--- src/rtl/core/median_then_ewma_filter_macros.svh ---
// ----------------------------------------------------------------------------
// median_then_ewma_filter assertion macros
// Short forms for the concurrent checks at the end of the top level.
// ----------------------------------------------------------------------------
`ifndef MEDIAN_THEN_EWMA_FILTER_MACROS_SVH
`define MEDIAN_THEN_EWMA_FILTER_MACROS_SVH

// condition must hold at every edge out of reset
`define MTEF_ASSERT_NOW(lbl, cond, msg) \
	lbl: assert property (@(posedge clk) disable iff (!arst_n) (cond)) else $error(msg);

// consequent must hold in the cycle after the antecedent
`define MTEF_ASSERT_NEXT(lbl, ante, cons, msg) \
	lbl: assert property (@(posedge clk) disable iff (!arst_n) (ante) |=> (cons)) \
		else $error(msg);

`endif

--- src/rtl/core/mtef_pkg.sv ---
// ----------------------------------------------------------------------------
// mtef_pkg
// Shared widths, constants and types of the median / moving-average filter.
// ----------------------------------------------------------------------------
package mtef_pkg;

	localparam int SAMPLE_W    = 12;
	localparam int AVG_W       = 20;
	localparam int WEIGHT_W    = 16;
	localparam int FRAC_W      = 8;
	localparam int WINDOW_DEF  = 5;
	localparam int QUEUE_DEPTH = 2;
	localparam int QPTR_W      = (QUEUE_DEPTH > 1) ? $clog2(QUEUE_DEPTH) : 1;

	localparam logic [WEIGHT_W-1:0] WEIGHT_RESET = 16'd9830;
	localparam logic [AVG_W-1:0]    AVG_MAX      = 20'hFFF00;
	localparam logic [AVG_W-1:0]    AVG_SAT      = 20'hFFFFF;

	// APB register map, word addressed
	localparam int APB_ADDR_W = 3;
	localparam int APB_DATA_W = 32;
	localparam int REG_IDX_W  = APB_ADDR_W - 2;
	localparam logic [REG_IDX_W-1:0] REG_SMOOTHING_WEIGHT = 1'd0;

	typedef struct packed {
		logic full;
		logic empty;
	} qstat_t;

	typedef enum logic [2:0] {
		B_IDLE,
		B_SORT,
		B_PICK,
		B_MUL,
		B_ACC,
		B_OUT
	} back_state_t;

endpackage

--- src/rtl/core/mtef_sample_if.sv ---
// ----------------------------------------------------------------------------
// mtef_sample_if
// Input channel: one ADC sample per beat.
// ----------------------------------------------------------------------------
interface mtef_sample_if;
	import mtef_pkg::*;

	logic                valid;
	logic                ready;
	logic [SAMPLE_W-1:0] sample_code;

	modport source (output valid, output sample_code, input ready);
	modport sink   (input valid, input sample_code, output ready);
endinterface

--- src/rtl/core/mtef_result_if.sv ---
// ----------------------------------------------------------------------------
// mtef_result_if
// Output channel: median and smoothed value per beat.
// ----------------------------------------------------------------------------
interface mtef_result_if;
	import mtef_pkg::*;

	logic                valid;
	logic                ready;
	logic [SAMPLE_W-1:0] median_value;
	logic [AVG_W-1:0]    smoothed_value;

	modport source (output valid, output median_value, output smoothed_value, input ready);
	modport sink   (input valid, input median_value, input smoothed_value, output ready);
endinterface

--- src/rtl/core/median_then_ewma_filter.sv ---
// Each sample beat pushes a window snapshot into the queue. The back end pops it,
// sorts it by odd-even transposition, one pass per cycle, then runs pick, multiply
// and accumulate steps; it pops the next snapshot only once the result is taken.
// A two-entry snapshot queue lets samples arrive while a result waits.
// Reset clears the ring pointer, fill count, average and its primed flag, and sets
// the weight to 9830; window contents are not cleared.
`include "median_then_ewma_filter_macros.svh"

// ----------------------------------------------------------------------------
// median_then_ewma_filter
// Running median over a ring window followed by an exponential moving average.
// ----------------------------------------------------------------------------
module median_then_ewma_filter #(
	parameter int WINDOW = mtef_pkg::WINDOW_DEF
) (
	input  logic                                clk,
	input  logic                                arst_n,
	mtef_sample_if.sink                         samples,
	mtef_result_if.source                       results,
	input  logic                                psel,
	input  logic                                penable,
	input  logic                                pwrite,
	input  logic [mtef_pkg::APB_ADDR_W-1:0]     paddr,
	input  logic [mtef_pkg::APB_DATA_W-1:0]     pwdata,
	output logic [mtef_pkg::APB_DATA_W-1:0]     prdata,
	output logic                                pready
);
	import mtef_pkg::*;

	localparam int IDX_W   = (WINDOW > 1) ? $clog2(WINDOW) : 1;
	localparam int CNT_W   = $clog2(WINDOW + 1);
	localparam int ENTRY_W = WINDOW * SAMPLE_W + CNT_W;

	qstat_t                          qstat;
	logic                            push;
	logic                            pop;
	logic [WINDOW-1:0][SAMPLE_W-1:0] snap_win;
	logic [CNT_W-1:0]                snap_cnt;
	logic [ENTRY_W-1:0]              q_rdata;
	logic [WINDOW-1:0][SAMPLE_W-1:0] q_win;
	logic [CNT_W-1:0]                q_cnt;
	logic [WEIGHT_W-1:0]             weight_q;
	logic                            reg_hit;
	logic                            cfg_wr;

	// register file
	assign pready  = 1'b1;
	assign reg_hit = (paddr[APB_ADDR_W-1:2] == REG_SMOOTHING_WEIGHT);
	assign cfg_wr  = psel && penable && pwrite && pready && reg_hit;
	assign prdata  = reg_hit ? APB_DATA_W'(weight_q) : '0;

	always_ff @(posedge clk or negedge arst_n) begin
		if (!arst_n) begin
			weight_q <= WEIGHT_RESET;
		end else if (cfg_wr) begin
			weight_q <= pwdata[WEIGHT_W-1:0];
		end
	end

	mtef_front #(
		.WINDOW (WINDOW),
		.IDX_W  (IDX_W),
		.CNT_W  (CNT_W)
	) u_front (
		.clk      (clk),
		.arst_n   (arst_n),
		.samples  (samples),
		.qstat    (qstat),
		.push     (push),
		.snap_win (snap_win),
		.snap_cnt (snap_cnt)
	);

	mtef_queue #(
		.DATA_W (ENTRY_W)
	) u_queue (
		.clk    (clk),
		.arst_n (arst_n),
		.push   (push),
		.wdata  ({snap_win, snap_cnt}),
		.pop    (pop),
		.rdata  (q_rdata),
		.qstat  (qstat)
	);

	assign q_win = q_rdata[ENTRY_W-1:CNT_W];
	assign q_cnt = q_rdata[CNT_W-1:0];

	mtef_back #(
		.WINDOW (WINDOW),
		.IDX_W  (IDX_W),
		.CNT_W  (CNT_W)
	) u_back (
		.clk     (clk),
		.arst_n  (arst_n),
		.qstat   (qstat),
		.q_win   (q_win),
		.q_cnt   (q_cnt),
		.pop     (pop),
		.weight  (weight_q),
		.results (results)
	);

	`MTEF_ASSERT_NOW(a_queue_status, !(qstat.full && qstat.empty), "queue full and empty")
	`MTEF_ASSERT_NOW(a_avg_range, !results.valid || (results.smoothed_value <= AVG_MAX), "average out of range")
	`MTEF_ASSERT_NEXT(a_weight_wr, cfg_wr, weight_q == $past(pwdata[WEIGHT_W-1:0]), "weight write lost")

endmodule

--- src/rtl/core/mtef_front.sv ---
// ----------------------------------------------------------------------------
// mtef_front
// Takes samples, keeps the ring window and pushes a padded window snapshot.
// ----------------------------------------------------------------------------
module mtef_front #(
	parameter int WINDOW = mtef_pkg::WINDOW_DEF,
	parameter int IDX_W  = 3,
	parameter int CNT_W  = 3
) (
	input  logic                                     clk,
	input  logic                                     arst_n,
	mtef_sample_if.sink                              samples,
	input  mtef_pkg::qstat_t                         qstat,
	output logic                                     push,
	output logic [WINDOW-1:0][mtef_pkg::SAMPLE_W-1:0] snap_win,
	output logic [CNT_W-1:0]                         snap_cnt
);
	import mtef_pkg::*;

	logic [WINDOW-1:0][SAMPLE_W-1:0] win_q;
	logic [IDX_W-1:0]                slot_q;
	logic [CNT_W-1:0]                fill_q;
	logic [CNT_W-1:0]                fill_d;
	logic [SAMPLE_W-1:0]             cur;

	assign samples.ready = !qstat.full;
	assign push          = samples.valid && !qstat.full;
	assign fill_d        = (fill_q == CNT_W'(WINDOW)) ? fill_q : fill_q + 1'b1;
	assign snap_cnt      = fill_d;

	// unwritten slots are padded high so they sort to the top
	always_comb begin
		for (int i = 0; i < WINDOW; i++) begin
			cur         = (slot_q == IDX_W'(i)) ? samples.sample_code : win_q[i];
			snap_win[i] = (CNT_W'(i) < fill_d) ? cur : '1;
		end
	end

	always_ff @(posedge clk or negedge arst_n) begin
		if (!arst_n) begin
			slot_q <= '0;
			fill_q <= '0;
		end else if (push) begin
			slot_q <= (slot_q == IDX_W'(WINDOW - 1)) ? '0 : slot_q + 1'b1;
			fill_q <= fill_d;
		end
	end

	always_ff @(posedge clk) begin
		if (push) begin
			win_q[slot_q] <= samples.sample_code;
		end
	end

endmodule

--- src/rtl/core/mtef_queue.sv ---
// ----------------------------------------------------------------------------
// mtef_queue
// Small FIFO of window snapshots between front and back.
// ----------------------------------------------------------------------------
module mtef_queue #(
	parameter int DATA_W = 63
) (
	input  logic              clk,
	input  logic              arst_n,
	input  logic              push,
	input  logic [DATA_W-1:0] wdata,
	input  logic              pop,
	output logic [DATA_W-1:0] rdata,
	output mtef_pkg::qstat_t  qstat
);
	import mtef_pkg::*;

	logic [DATA_W-1:0] mem [QUEUE_DEPTH];
	logic [QPTR_W-1:0] wptr_q;
	logic [QPTR_W-1:0] rptr_q;
	logic [QPTR_W:0]   cnt_q;

	assign qstat.full  = (cnt_q == (QPTR_W + 1)'(QUEUE_DEPTH));
	assign qstat.empty = (cnt_q == '0);
	assign rdata       = mem[rptr_q];

	always_ff @(posedge clk or negedge arst_n) begin
		if (!arst_n) begin
			wptr_q <= '0;
			rptr_q <= '0;
			cnt_q  <= '0;
		end else begin
			if (push) begin
				wptr_q <= (wptr_q == QPTR_W'(QUEUE_DEPTH - 1)) ? '0 : wptr_q + 1'b1;
			end
			if (pop) begin
				rptr_q <= (rptr_q == QPTR_W'(QUEUE_DEPTH - 1)) ? '0 : rptr_q + 1'b1;
			end
			case ({push, pop})
				2'b10:   cnt_q <= cnt_q + 1'b1;
				2'b01:   cnt_q <= cnt_q - 1'b1;
				default: cnt_q <= cnt_q;
			endcase
		end
	end

	always_ff @(posedge clk) begin
		if (push) begin
			mem[wptr_q] <= wdata;
		end
	end

endmodule

--- src/rtl/core/mtef_back.sv ---
// ----------------------------------------------------------------------------
// mtef_back
// Sorts a snapshot by odd-even transposition, picks the median and
// updates the moving average.
// ----------------------------------------------------------------------------
module mtef_back #(
	parameter int WINDOW = mtef_pkg::WINDOW_DEF,
	parameter int IDX_W  = 3,
	parameter int CNT_W  = 3
) (
	input  logic                                     clk,
	input  logic                                     arst_n,
	input  mtef_pkg::qstat_t                         qstat,
	input  logic [WINDOW-1:0][mtef_pkg::SAMPLE_W-1:0] q_win,
	input  logic [CNT_W-1:0]                         q_cnt,
	output logic                                     pop,
	input  logic [mtef_pkg::WEIGHT_W-1:0]            weight,
	mtef_result_if.source                            results
);
	import mtef_pkg::*;

	localparam int PROD_W = AVG_W + 1 + WEIGHT_W + 1;

	back_state_t state_q, state_d;

	logic [WINDOW-1:0][SAMPLE_W-1:0] vals_q;
	logic [WINDOW-1:0][SAMPLE_W-1:0] vals_d;
	logic [CNT_W-1:0]                cnt_q;
	logic [IDX_W-1:0]                pass_q;
	logic [CNT_W-1:0]                mid;
	logic [SAMPLE_W-1:0]             med_q;
	logic signed [PROD_W-1:0]        prod_q;
	logic signed [PROD_W-1:0]        prod_shr;
	logic [AVG_W-1:0]                avg_q;
	logic                            primed_q;
	logic [AVG_W-1:0]                target;
	logic signed [AVG_W:0]           diff;
	logic signed [AVG_W+1:0]         step;
	logic signed [AVG_W+1:0]         sum;
	logic [AVG_W-1:0]                avg_next;

	// one transposition pass: pairs starting at the pass parity
	always_comb begin
		vals_d = vals_q;
		for (int i = 0; i + 1 < WINDOW; i++) begin
			if ((i % 2) == int'(pass_q[0]) && (vals_q[i+1] < vals_q[i])) begin
				vals_d[i]   = vals_q[i+1];
				vals_d[i+1] = vals_q[i];
			end
		end
	end

	assign mid      = cnt_q >> 1;
	assign target   = {med_q, {FRAC_W{1'b0}}};
	assign diff     = $signed({1'b0, target}) - $signed({1'b0, avg_q});
	assign prod_shr = prod_q >>> WEIGHT_W;
	assign step     = $signed(prod_shr[AVG_W+1:0]);
	assign sum      = $signed({2'b00, avg_q}) + step;

	always_comb begin
		if (sum < 0) begin
			avg_next = '0;
		end else if (sum > $signed({2'b00, AVG_SAT})) begin
			avg_next = AVG_SAT;
		end else begin
			avg_next = sum[AVG_W-1:0];
		end
	end

	always_ff @(posedge clk or negedge arst_n) begin
		if (!arst_n) begin
			state_q <= B_IDLE;
		end else begin
			state_q <= state_d;
		end
	end

	always_comb begin
		state_d       = state_q;
		pop           = 1'b0;
		results.valid = 1'b0;
		case (state_q)
			B_IDLE: begin
				if (!qstat.empty) begin
					pop     = 1'b1;
					state_d = B_SORT;
				end
			end
			B_SORT: begin
				if (pass_q == IDX_W'(WINDOW - 1)) begin
					state_d = B_PICK;
				end
			end
			B_PICK: state_d = B_MUL;
			B_MUL:  state_d = B_ACC;
			B_ACC:  state_d = B_OUT;
			B_OUT: begin
				results.valid = 1'b1;
				if (results.ready) begin
					state_d = B_IDLE;
				end
			end
			default: state_d = B_IDLE;
		endcase
	end

	always_ff @(posedge clk or negedge arst_n) begin
		if (!arst_n) begin
			pass_q   <= '0;
			avg_q    <= '0;
			primed_q <= 1'b0;
		end else begin
			if (pop) begin
				pass_q <= '0;
			end else if (state_q == B_SORT) begin
				pass_q <= pass_q + 1'b1;
			end
			if (state_q == B_ACC) begin
				avg_q    <= primed_q ? avg_next : target;
				primed_q <= 1'b1;
			end
		end
	end

	always_ff @(posedge clk) begin
		if (pop) begin
			vals_q <= q_win;
			cnt_q  <= q_cnt;
		end else if (state_q == B_SORT) begin
			vals_q <= vals_d;
		end
		if (state_q == B_PICK) begin
			med_q <= vals_q[mid[IDX_W-1:0]];
		end
		if (state_q == B_MUL) begin
			prod_q <= diff * $signed({1'b0, weight});
		end
	end

	assign results.median_value   = med_q;
	assign results.smoothed_value = avg_q;

endmodule

--- src/flat_wrapper.sv ---
// flat-port wrapper written by rule: the top's interface ports become plain ports
module median_then_ewma_filter_flat import mtef_pkg::*;
#(
	parameter int WINDOW = mtef_pkg::WINDOW_DEF
)
  (clk, arst_n, psel, penable, pwrite, paddr, pwdata, prdata, pready, samples_valid, samples_sample_code, samples_ready, results_valid, results_median_value, results_smoothed_value, results_ready);
  mtef_sample_if samples_i ();
  mtef_result_if results_i ();
  input  logic clk;
  input  logic arst_n;
  input  logic psel;
  input  logic penable;
  input  logic pwrite;
  input  logic [mtef_pkg::APB_ADDR_W-1:0] paddr;
  input  logic [mtef_pkg::APB_DATA_W-1:0] pwdata;
  output logic [mtef_pkg::APB_DATA_W-1:0] prdata;
  output logic pready;
  input wire logic [$bits(samples_i.valid)-1:0] samples_valid;
  input wire logic [$bits(samples_i.sample_code)-1:0] samples_sample_code;
  output wire logic [$bits(samples_i.ready)-1:0] samples_ready;
  output wire logic [$bits(results_i.valid)-1:0] results_valid;
  output wire logic [$bits(results_i.median_value)-1:0] results_median_value;
  output wire logic [$bits(results_i.smoothed_value)-1:0] results_smoothed_value;
  input wire logic [$bits(results_i.ready)-1:0] results_ready;
  assign samples_i.valid = samples_valid;
  assign samples_i.sample_code = samples_sample_code;
  assign samples_ready = samples_i.ready;
  assign results_valid = results_i.valid;
  assign results_median_value = results_i.median_value;
  assign results_smoothed_value = results_i.smoothed_value;
  assign results_i.ready = results_ready;
  median_then_ewma_filter #(.WINDOW(WINDOW)) u_core (.clk(clk), .arst_n(arst_n), .samples(samples_i), .results(results_i), .psel(psel), .penable(penable), .pwrite(pwrite), .paddr(paddr), .pwdata(pwdata), .prdata(prdata), .pready(pready));
endmodule
--- config.mk ---
export PLATFORM = sky130hd
export DESIGN_NAME = median_then_ewma_filter_flat
export DESIGN_NICKNAME = d
export VERILOG_FILES = /design/src/rtl/core/mtef_pkg.sv /design/src/rtl/core/mtef_sample_if.sv /design/src/rtl/core/mtef_result_if.sv /design/src/rtl/core/median_then_ewma_filter.sv /design/src/rtl/core/mtef_front.sv /design/src/rtl/core/mtef_queue.sv /design/src/rtl/core/mtef_back.sv /design/src/flat_wrapper.sv
export VERILOG_INCLUDE_DIRS = /design/src /design/src/rtl/core
export SDC_FILE = /design/constraint.sdc
export NUM_CORES = 1
export LEC_CHECK = 0
export ABC_AREA = 1
export BUFFER_PORTS_ARGS = -buffer_cell sky130_fd_sc_hd__buf_2
export CAP_MARGIN = 20
export CORE_MARGIN = 2
export CORE_UTILIZATION = 55
export DETAILED_ROUTE_END_ITERATION = 8
export PLACE_DENSITY = 0.78
export RECOVER_POWER = 25
export SLEW_MARGIN = 20
export SYNTH_ARGS = -nofsm -noshare
export SYNTH_HDL_FRONTEND = slang
export SYNTH_SLANG_ARGS = --single-unit
--- constraint.sdc ---
create_clock -name clk -period 21.4 [get_ports clk]
set_clock_uncertainty 0.2 [all_clocks]
set_input_delay 3.21 -clock clk [delete_from_list [all_inputs] [get_ports clk]]
set_output_delay 3.21 -clock clk [all_outputs]
set_load 0.02 [all_outputs]
==> After elaboration in Yosys (flattened, before gate mapping) <==
Memory sizes are Yosys's and may differ from the RTL's.
Cells that the tools add are included.
{ "totals": {"register_bits": 226, "ramBits": 126, "inputBits": 54, "output_inout_bits": 67, "word_cells": 134, "n_memories": 1} }
{ "memory_table": {"columns": ["name", "words", "word_bits", "rd", "rd_ports_with_merged_regs", "write_ports", "line_no", "text"], "rows": [
  ["u_core.u_queue.mem", 2, 63, 1, 0, 1, "mtef_queue.sv:18", "logic [DATA_W-1:0] mem [QUEUE_DEPTH];"]
]} }
{ "op_classes": {"n_addsub": 9, "multipliers": 1, "magnitude_cmp": 14, "n_eq_ne": 17, "n_mux": 41, "bitwise_logic": 2, "n_reduce_logical": 26} }
{ "op_table": {"columns": ["cell", "n"], "rows": [
  ["12-bit 2-to-1 mux", 12],
  ["60-bit 2-to-1 mux", 2],
  ["24-bit 2-to-1 mux", 4],
  ["60-bit bitwise mux", 1],
  ["20-bit 2-to-1 mux", 3],
  ["12-bit less-than comparator", 4],
  ["21-bit by 17-bit multiplier with 38-bit output", 1],
  ["12-bit demux with 3-bit select", 1],
  ["12-bit binary-select mux with 2-bit select", 1],
  ["21-bit by 22-bit adder with 22-bit output", 1],
  ["22-bit by 21-bit greater-than comparator with 1-bit output (second input constant)", 1],
  ["22-bit by 1-bit less-than comparator with 1-bit output (second input constant)", 1],
  ["3-bit 2-to-1 mux", 7],
  ["20-bit by 20-bit subtractor with 21-bit output", 1],
  ["3-bit case mux with 6 select lines", 1],
  ["16-bit 2-to-1 mux", 1],
  ["3-bit == test (second input constant)", 5],
  ["3-bit by 2-bit == test with 1-bit output (second input constant)", 4],
  ["2-bit AND reduction", 5],
  ["3-bit by 1-bit adder with 3-bit output (second input constant)", 3],
  ["1-bit logical AND", 9],
  ["3-bit nonzero test", 3],
  ["2-bit nonzero test", 4],
  ["1-bit 2-to-1 mux", 7],
  ["other kinds (19)", 28]
]} }

==> Logic depth before layout (Yosys ltp) <==
Gate-level depths: netlist of the first run.
{ "logic_depth": {"depth_word": 8, "mapped_depth": 38, "mapped_depth_nobuf": 38} }

==> By module <==
Synthesis of the first run repeated with hierarchy kept, for this count alone.
{ "unflattened": {"hier_cells": 3587, "area_unflattened_um2": 30908.4} }
{ "modules_own_cells": {"columns": ["mod", "n_inst", "cells_per_inst", "area_per_inst_um2", "seq_area_each_um2"], "rows": [
  ["mtef_back", 1, 2749, 21638.3, 3558.4],
  ["mtef_queue", 1, 353, 4873.4, 3883.7],
  ["mtef_front", 1, 360, 3449.6, 1951.9],
  ["median_then_ewma_filter", 1, 125, 947.2, 409.1]
]} }

==> Worst setup path after synthesis of the first run <==
OpenSTA, ideal clock, no wires.
{ "synth_timing": {"path_kind": "input -> output", "startpoint": "in paddr[2] (netlist bit)", "endpoint": "out prdata[10] (netlist bit)", "arrival_ps": 3887, "required_time_ps": 17990, "slack_ps": 14103, "stages": 3, "n_path_buf": 2, "cell_sequence": "clkbuf_1 -> clkbuf_1 -> nor2_1"} }
{ "synth_between": {"elab_chain_cells": 1} }
{ "synth_lines": {"columns": ["item", "line_no", "text"], "rows": [
  ["start: declaration", "flat_wrapper.sv:14", "input logic [mtef_pkg::APB_ADDR_W-1:0] paddr;"],
  ["16-bit 2-to-1 mux", "median_then_ewma_filter.sv:50", "assign prdata = reg_hit ? APB_DATA_W'(weight_q) : '0;"],
  ["end: declaration", "flat_wrapper.sv:16", "output logic [mtef_pkg::APB_DATA_W-1:0] prdata;"]
]} }
Every way passes these cells.

==> Worst setup path after layout of the first run <==
{ "layout_timing": {"startpoint": "reg u_core.u_back.med_q[8], in the netlist u_core.u_back.results.median_value[8]", "endpoint": "reg u_core.u_back.prod_q[37], data pin"} }
{ "layout_between": {"elab_chain_cells": 2} }
{ "layout_lines": {"columns": ["item", "line_no", "text"], "rows": [
  ["start: declaration", "mtef_back.sv:31", "logic [SAMPLE_W-1:0] med_q;"],
  ["start signal: assignment", "mtef_back.sv:133", "med_q <= vals_q[mid[IDX_W-1:0]];"],
  ["20-bit by 20-bit subtractor with 21-bit output", "mtef_back.sv:55", "assign diff = $signed({1'b0, target}) - $signed({1'b0, avg_q});"],
  ["21-bit by 17-bit multiplier with 38-bit output", "mtef_back.sv:136", "prod_q <= diff * $signed({1'b0, weight});"],
  ["end signal: assignment", "mtef_back.sv:136", null],
  ["end: declaration", "mtef_back.sv:32", "logic signed [PROD_W-1:0] prod_q;"]
]} }
Every way passes these cells.
A chain may end at the register's enable or synchronous reset.

==> impl_metrics.json, run 1 <==
{
  "outcome": "complete, but fails checks",
  "violations": "capacitance limit, slew limit",
  "cts_max_level": 2,
  "crit_top_cell": "fa_1",
  "synth-edff-count": 280,
  "fp-row-count": 85,
  "avgSynthCellArea_um2": 8.84,
  "regToRegStartpoint": "u_core.u_back.results.median_value[8]",
  "timing.fmax_ghz": 0.113,
  "yosysSeqAreaShare_pct": 32.4,
  "post_dp_cell_area_um2": 31000,
  "ys_types": 57,
  "dpl.cell_count": 4082,
  "grt_max_degree": 64,
  "hold_start": "u_core.u_front.fill_q[2]",
  "fillCellCount": 4562,
  "synth_ff_type": "edfxtp_1",
  "synth_fa_ha_area_share_pct": 29.8,
  "hold_viol": 0,
  "layout.nets": 3993,
  "min_path_type": "reg -> reg",
  "drtIter0Drc": 2403,
  "use_met3_pct": 4.62,
  "synthSimpleGateAreaFrac_pct": 16.6,
  "post-route-drc-count": 0,
  "grt_pass1_wl_mm": 123,
  "use_met2_pct": 44.8,
  "cts-buffers-inserted": 37,
  "rr_worst_depth": 28,
  "area_growth_pct": 7.11,
  "tightest_slew_ns": 3.32,
  "required_ns": 21.51,
  "synth_top_family_by_area": "adder cells",
  "cts-hold-fix-buffers": 0,
  "critPathLaunchType": "flip-flop",
  "routed_wl_mm": 77.7,
  "muxShareOfSynthArea_pct": 0.400,
  "grtUsageTotal_pct": 28.1,
  "maxSlewHeadroom_pct": -121,
  "dp_hpwl_mm": 60.4,
  "antenna_found_initial": 0,
  "end_kind": "flip-flop",
  "maxCapViolCount": 3,
  "ys_async_sr_fraction_pct": 15.9,
  "ios": 121,
  "instances_no_fill": 4150,
  "initial_core_util_pct": 55.7,
  "grt_overflow": 0,
  "insertion_delay_ns": 0.58,
  "stdcell_area_um2": 32200,
  "crit_start": "u_core.u_back.results.median_value[8]",
  "routedWlPerCell_um": 18.7,
  "netlist_top_cells_area": "edfxtp_1 (28%), fa_1 (22%), nand2_1 (9.2%), inv_1 (8.3%), ha_1 (7.5%)",
  "drive_gt1_share_pct": 5.96,
  "cts_root_buffer": "clkbuf_16",
  "synth-seq-cells": 333,
  "core_area_um2": 53900,
  "vias": 23100,
  "via_per_inst": 5.56,
  "synth_xor_xnor_area_share_pct": 1.51,
  "crit_type": "reg -> reg",
  "cts_resized": 0,
  "first_pass_iters": 6,
  "drv_slew": 173,
  "finalSetupViolCount": 0,
  "clk_pin_slew_worst_paths_ns": 0.06,
  "synth.most_common_cell": "nand2_1",
  "io_buffers": 85,
  "synth_commonest_cells": "nand2_1 (737), inv_1 (663), fa_1 (334), edfxtp_1 (280), nor2_1 (274)",
  "use_met1_pct": 39.8,
  "synth.top_cell.area_share_pct": 28.0,
  "reg2reg_setup_slack_ns": 12.53,
  "synth-compound-area-share_pct": 8.65,
  "die_h_um": 238,
  "cts_setup_buffers": 0,
  "gp_congestion": 0.984,
  "busiest_layer": "met2",
  "cts_tree": "built",
  "ys_warn_count": 0,
  "critPathMaxFanout": 13,
  "finalSetupTns_ns": 0,
  "period_share_pct": 41.5,
  "critPathMaxStageDelay_ns": 0.71,
  "yosysTopAreaCell": "edfxtp_1",
  "rsz0062_at_grt": "false",
  "num_antenna_cells": 0,
  "post-route-min-period_ns": 8.87,
  "cts_buffer_depth": 3,
  "arrival_ns": 8.98,
  "cts.sinks": 333,
  "drt.antenna.violating_nets": 0,
  "whs_path_depth": 2,
  "synth_area_um2": 30000,
  "synthCells": 3396,
  "die_w_um": 238,
  "slowest_stage": "fa_1",
  "grt_pass1_vias": 22500,
  "dieArea_um2": 56500
}
-- sequential cells by signal, summed over array words and instances, names as in the netlist --
| signal | cells |
|---|---|
| u_core.u_back.state_q | 3 |
| u_core.u_back.results.median_value | 12 |
| u_core.u_front.fill_q | 3 |
| u_core.u_front.win_q | 60 |
| u_core.u_queue.mem | 124 |
| u_core.weight_q | 16 |
| u_core.u_back.vals_q | 60 |
| u_core.u_back.results.smoothed_value | 20 |
| u_core.u_back.prod_q | 22 |
| u_core.u_queue.cnt_q | 2 |
| u_core.u_back.cnt_q | 2 |
| u_core.u_front.slot_q | 3 |
| u_core.u_queue.wptr_q | 1 |
| u_core.u_back.primed_q | 1 |
| u_core.u_queue.rptr_q | 1 |
| u_core.u_back.pass_q | 3 |
-- metal layers --
layer	vias up	wire [um]
li1	10800	-
met3	149	6380
met1	11200	32800
met5	-	0
met2	955	36100
met4	0	2300
-- area by class of cell --
| type | count | area [um2] | area share [%] |
|---|---|---|---|
| Tap cell | 696 | 871 | 2.71 |
| Timing Repair Buffer | 108 | 561 | 1.74 |
| Sequential cell | 333 | 9740 | 30.3 |
| Clock buffer | 51 | 988 | 3.07 |
| Inverter | 682 | 2560 | 7.96 |
| Multi-Input combinational cell | 2263 | 17200 | 53.5 |
| Clock inverter | 17 | 245 | 0.762 |
-- metrics by stage --
stage / utilization, % / setup WS [ns] / hold slack (ns)
floorplan: - / 14.10 / 0.282
CTS: 59.8 / 12.64 / 0.342
global route: 59.7 / 12.01 / 0.359
global placement: 57.4 / 12.72 / 0.300
finish: 59.7 / 12.53 / 0.342
detailed placement: 57.5 / 12.67 / 0.327
-- layout by cell type (no fill, tap or decap), types with 3 or more instances in the layout --
cell type  instances
nor4_1             6
dfrtp_1           45
buf_2             79
dfstp_2            7
or2_2             13
nor2_1           272
a21oi_1          199
clkbuf_1          28
a31oi_1            8
nand2_2            7
nand3_1          102
ha_1             180
edfxtp_1         280
xnor2_1           19
fa_1             334
o31ai_1           16
conb_1            17
or2_1              4
o21a_1             3
inv_2              8
clkinv_1          13
a21o_1             6
o21ai_0          124
clkbuf_16         37
buf_4             13
xor2_1            28
nand2_1          738
inv_1            665
bufinv_16          4
o21bai_1          10
clkinv_2           6
nor3_1            24
mux2i_1           12
nand4_1           27
nor2_4             9
o211ai_1          72
o221ai_1           3
-- path summary, 6_finish.rpt --
kind,end
setup / recovery,u_core.u_back.prod_q[37]
hold / removal,u_core.u_front.fill_q[2]
setup reg to reg,u_core.u_back.prod_q[37]
hold reg to reg,u_core.u_front.fill_q[2]
max in group asynchronous,u_core.u_queue.rptr_q
min in group asynchronous,u_core.u_front.fill_q[2]
-- critical path: cells and delay by family (launching register included) --
kind | cells | cell delay, ns
AOI/OAI and AO/OA | 3 | 0.73
DFF | 1 | 0.48
adders and majority gates | 8 | 4.43
and+or+nand+nor | 13 | 2.33
buffers and inverters | 4 | 0.45
-- kinds of logic (layout without fill, tap and decap cells) --
kind of cell | Yosys count | after routing
flops | 333 | 333
simple gates | 1217 | 1217
compound gates | 453 | 453
buf+inv | 815 | 858
fa+ha+maj | 514 | 514
xor+xnor | 50 | 50
mux | 12 | 12
other cells | 2 | 17
Power of run 1 is not shown: default switching activity piles up to over one toggle a cycle in this logic, so the estimate is an artifact.
==> run 2: changes to the inputs <==
- clock period: 21.4 -> 8.7 ns (I/O delays scaled with it)
==> impl_metrics.json, run 2 (synthesized netlist as in run 1, its figures left out) <==
{
  "outcome": "complete, but fails checks",
  "violations": "capacitance limit, slew limit",
  "min_path_type": "reg -> reg",
  "arrival_ns": 8.34,
  "finalSetupViolCount": 0,
  "most-common-layout-cells": "nand2_1 (737), inv_1 (664), fa_1 (333), edfxtp_1 (280), nor2_1 (272)",
  "regToRegStartpoint": "u_core.u_back.results.median_value[2]",
  "critPathLaunchType": "flip-flop",
  "insertion_delay_ns": 0.58,
  "biggestRegsByFlops": "u_core.u_queue.mem: 124 flops, u_core.u_back.vals_q: 60 flops, u_core.u_front.win_q: 60 flops",
  "drt.antenna.violating_nets": 0,
  "routedWlPerCell_um": 19.1,
  "clk_pin_slew_worst_paths_ns": 0.06,
  "post-route-min-period_ns": 8.19,
  "cts.sinks": 333,
  "grt_overflow": 0,
  "timing.fmax_ghz": 0.122,
  "required_ns": 8.85,
  "grt_max_degree": 65,
  "antenna_found_initial": 0,
  "die_h_um": 238,
  "cts_root_buffer": "clkbuf_16",
  "hold_start": "u_core.u_queue.cnt_q[0]",
  "dieArea_um2": 56500,
  "rsz0062_at_grt": "false",
  "routed_wl_mm": 79.3,
  "via_per_inst": 5.60,
  "initial_core_util_pct": 55.7,
  "ios": 121,
  "cts-buffers-inserted": 37,
  "first_pass_iters": 6,
  "gp_congestion": 0.983,
  "grt_pass1_wl_mm": 126,
  "drtIter0Drc": 2346,
  "io_buffers": 85,
  "timing.rr.end": "u_core.u_back.prod_q[29]",
  "crit_type": "reg -> reg",
  "min_to": "u_core.u_queue.cnt_q[0]",
  "drv_slew": 111,
  "cts_tree": "built",
  "area_growth_pct": 7.28,
  "final_common_cell": "nand2_1",
  "cts_max_level": 2,
  "slowest_stage": "xnor2_1",
  "cts_buffer_depth": 3,
  "hold_viol": 0,
  "post-route-drc-count": 0,
  "layout.nets": 4002,
  "grtUsageTotal_pct": 28.6,
  "crit_top_cell": "fa_1",
  "drive_gt1_share_pct": 6.21,
  "die_w_um": 238,
  "tightest_slew_ns": 3.41,
  "fp-row-count": 85,
  "period_share_pct": 94.1,
  "critPathMaxFanout": 7,
  "rr_worst_depth": 31,
  "grt_pass1_vias": 23500,
  "finalSetupTns_ns": 0,
  "final_util_pct": 59.8,
  "num_antenna_cells": 0,
  "dp_hpwl_mm": 61.1,
  "end_kind": "flip-flop",
  "whs_path_depth": 1,
  "critPathMaxStageDelay_ns": 0.91,
  "vias": 23300,
  "core_area_um2": 53900,
  "reg2reg_setup_slack_ns": 0.51,
  "regMostFlops": "u_core.u_queue.mem",
  "largest_register_ff_count": 124,
  "maxCapViolCount": 2,
  "maxSlewHeadroom_pct": -128
}
-- run 2: cell count changes in the layout (fill, tap and decap cells not counted), sizes merged --
| cell | delta |
|---|---|
| clkbuf | +2 |
| clkinv | -1 |
| bufinv | -2 |
| inv | +1 |
| clkinvlp | +2 |
| buf | +6 |
-- run 2: area by class of cell --
type / instances / area (um2)
inverter: 682 / 2560
tap: 696 / 871
clock buffer: 50 / 985
clock inverter: 17 / 220
timing repair buffer: 117 / 634
multi-input combinational: 2263 / 17200
fill: 4559 / 21700
sequential: 333 / 9740
-- run 2: per-layer routing --
| layer | up-vias | GRT usage, % | part of all wire [%] |
|---|---|---|---|
| li1 | 10800 | - | - |
| met1 | 11300 | 39.5 | 41 |
| met2 | 1045 | 45.8 | 46 |
| met3 | 175 | 5.14 | 9.1 |
| met4 | 0 | 10.2 | 3.4 |
| met5 | - | 0 | 0 |
-- run 2: repair_timing --
action                                  CTS  global route
hold buffers                              0             0
setup buffers                             0             0
resized for setup                         0             2
hold endpoints to repair                  0             0
endpoints found under the setup margin    0             1
-- run 2: critical path: cells and delay by family, from the launching register on --
family / cells / cell delay (ns)
flops: 1 / 0.50
compound gates: 3 / 0.58
simple gates: 12 / 1.20
buf+inv: 6 / 0.36
xor+xnor: 2 / 1.23
fa+ha+maj: 8 / 3.89
-- run 2: worst max path at each step --
stage	from	endpoint	slack, ns	depth (start not counted)
after global routing	u_core.u_back.results.smoothed_value[16]	u_core.u_back.prod_q[37]	0.06	31
final	u_core.u_back.results.median_value[2]	u_core.u_back.prod_q[29]	0.51	31
after floorplan	u_core.u_back.results.median_value[8]	u_core.u_back.prod_q[37]	1.41	32
after CTS	u_core.u_back.results.median_value[8]	u_core.u_back.prod_q[37]	0.46	30
after detailed placement	u_core.u_back.results.median_value[8]	u_core.u_back.prod_q[37]	0.47	30
after global placement	u_core.u_back.results.median_value[8]	u_core.u_back.prod_q[37]	0.56	30
-- run 2: through the flow --
stage | cell area (um2) | std cells | hold WS (ns) | setup WS [ns]
finish | 32200 | 4158 | 0.311 | 0.511
floorplan | 30100 | 3411 | 0.282 | 1.41
global placement | 31000 | 4089 | 0.300 | 0.555
CTS | 32300 | 4158 | 0.317 | 0.460
detailed placement | 31000 | 4091 | 0.306 | 0.468
global route | 32200 | 4158 | 0.340 | 0.0577
Power of run 2 is left out for the same reason.
==> run 3: changes to the inputs <==
- CTS_CLUSTER_SIZE: default -> 25
- RECOVER_POWER: 25 -> default
==> impl_metrics.json, run 3 (synthesized netlist as in run 1, its figures left out) <==
{
  "finalSetupTns_ns": 0,
  "regMostFlops": "u_core.u_queue.mem",
  "fillCellCount": 4543,
  "end_kind": "flip-flop",
  "crit_top_cell": "fa_1",
  "die_h_um": 238,
  "antenna_found_initial": 0,
  "initial_core_util_pct": 55.7,
  "dieArea_um2": 56500,
  "final_common_cell": "nand2_1",
  "holdWs_ns": 0.316,
  "multiInputGateArea_um2": 17200,
  "timing.fmax_ghz": 0.122,
  "final_util_pct": 59.8,
  "biggestRegsByFlops": "u_core.u_queue.mem: 124 flops, u_core.u_back.vals_q: 60 flops, u_core.u_front.win_q: 60 flops",
  "post-route-min-period_ns": 8.20,
  "critPathLaunchType": "flip-flop",
  "cts_root_buffer": "clkbuf_16",
  "reg2reg_setup_slack_ns": 0.50,
  "crit_type": "reg -> reg",
  "vias": 23300,
  "arrival_ns": 8.36,
  "grt_pass1_vias": 23500,
  "drv_slew": 0,
  "cts_buffer_depth": 3,
  "routed_wl_mm": 79.0,
  "layout.nets": 4002,
  "min_path_type": "reg -> reg",
  "post-route-drc-count": 0,
  "grt_max_degree": 65,
  "via_per_inst": 5.61,
  "drtIter0Drc": 2287,
  "core_area_um2": 53900,
  "cts_max_level": 2,
  "grt_overflow": 0,
  "largest_register_ff_count": 124,
  "critPathMaxStageDelay_ns": 0.90,
  "finalSetupViolCount": 0,
  "cts-buffers-inserted": 37,
  "most-common-layout-cells": "nand2_1 (737), inv_1 (663), fa_1 (333), edfxtp_1 (280), nor2_1 (271)",
  "ios": 121,
  "required_ns": 8.85,
  "cts.sinks": 333,
  "maxCapViolCount": 0,
  "slowest_stage": "xnor2_1",
  "io_buffers": 85,
  "gp_congestion": 0.983,
  "fp-row-count": 85,
  "dp_hpwl_mm": 61.1,
  "drive_gt1_share_pct": 6.79,
  "cts_tree": "built",
  "routedWlPerCell_um": 19.0,
  "die_w_um": 238,
  "clk_pin_slew_worst_paths_ns": 0.06,
  "seqCellArea_um2": 9740,
  "rsz0062_at_grt": "false",
  "grt_pass1_wl_mm": 126,
  "hold_viol": 0,
  "period_share_pct": 94.3,
  "num_antenna_cells": 0,
  "outcome": "finished, final reports clean",
  "drt.antenna.violating_nets": 0,
  "grtUsageTotal_pct": 28.6,
  "area_growth_pct": 7.42,
  "critPathMaxFanout": 7,
  "first_pass_iters": 6,
  "tightest_slew_ns": 1.16,
  "insertion_delay_ns": 0.58,
  "maxSlewHeadroom_pct": 22.3
}
[run 3: timing repair]
item,in CTS,in global routing
hold buffers,0,0
buffers inserted,0,0
setup endpoints to repair,0,1
resized for setup,0,2
[run 3: path summary, 6_finish.rpt]
| check | startpoint | endpoint | cells past startpoint |
|---|---|---|---|
| setup / recovery | u_core.u_back.results.median_value[2] | u_core.u_back.prod_q[29] | 31 |
| hold / removal | u_core.u_queue.cnt_q[0] | u_core.u_queue.cnt_q[0] | 1 |
| setup reg to reg | u_core.u_back.results.median_value[2] | u_core.u_back.prod_q[29] | 31 |
| hold reg to reg | u_core.u_queue.cnt_q[0] | u_core.u_queue.cnt_q[0] | 1 |
| max in group asynchronous | arst_n | u_core.u_queue.rptr_q | 2 |
| min in group asynchronous | arst_n | u_core.u_front.fill_q[1] | 2 |
[run 3: cell type report]
class	count	share of cell area, %
multi-input cells	2263	53.3
repair buffers	117	2.09
clock inverters	17	0.683
clock buffers	50	3.05
flip-flops and latches	333	30.2
inverters	682	7.93
well taps	696	2.70
[run 3: per-stage QoR]
step,setup WS [ns],cell area (um2),cells
after floorplan,1.41,30100,3411
after global placement,0.555,31000,4089
after global routing,0.0577,32300,4158
final,0.495,32300,4158
after detailed placement,0.468,31000,4091
after CTS,0.460,32300,4158
[run 3: layer usage]
metal	routed length [um]	GRT usage (%)	vias to the layer above
met5	0	0	-
met4	2800	10.2	0
met3	7100	5.14	189
met2	36500	45.8	1048
met1	32600	39.5	11300
li1	-	-	10800
[run 3: critical path: cells and delay by family (launching register included)]
family / cells / cell delay (ns)
adders and majority gates: 8 / 3.91
buffers and inverters: 6 / 0.35
DFF: 1 / 0.50
xor gates and xnor gates: 2 / 1.22
and+or+nand+nor: 12 / 1.20
AOI/OAI and AO/OA: 3 / 0.59
Power of run 3 is left out for the same reason.
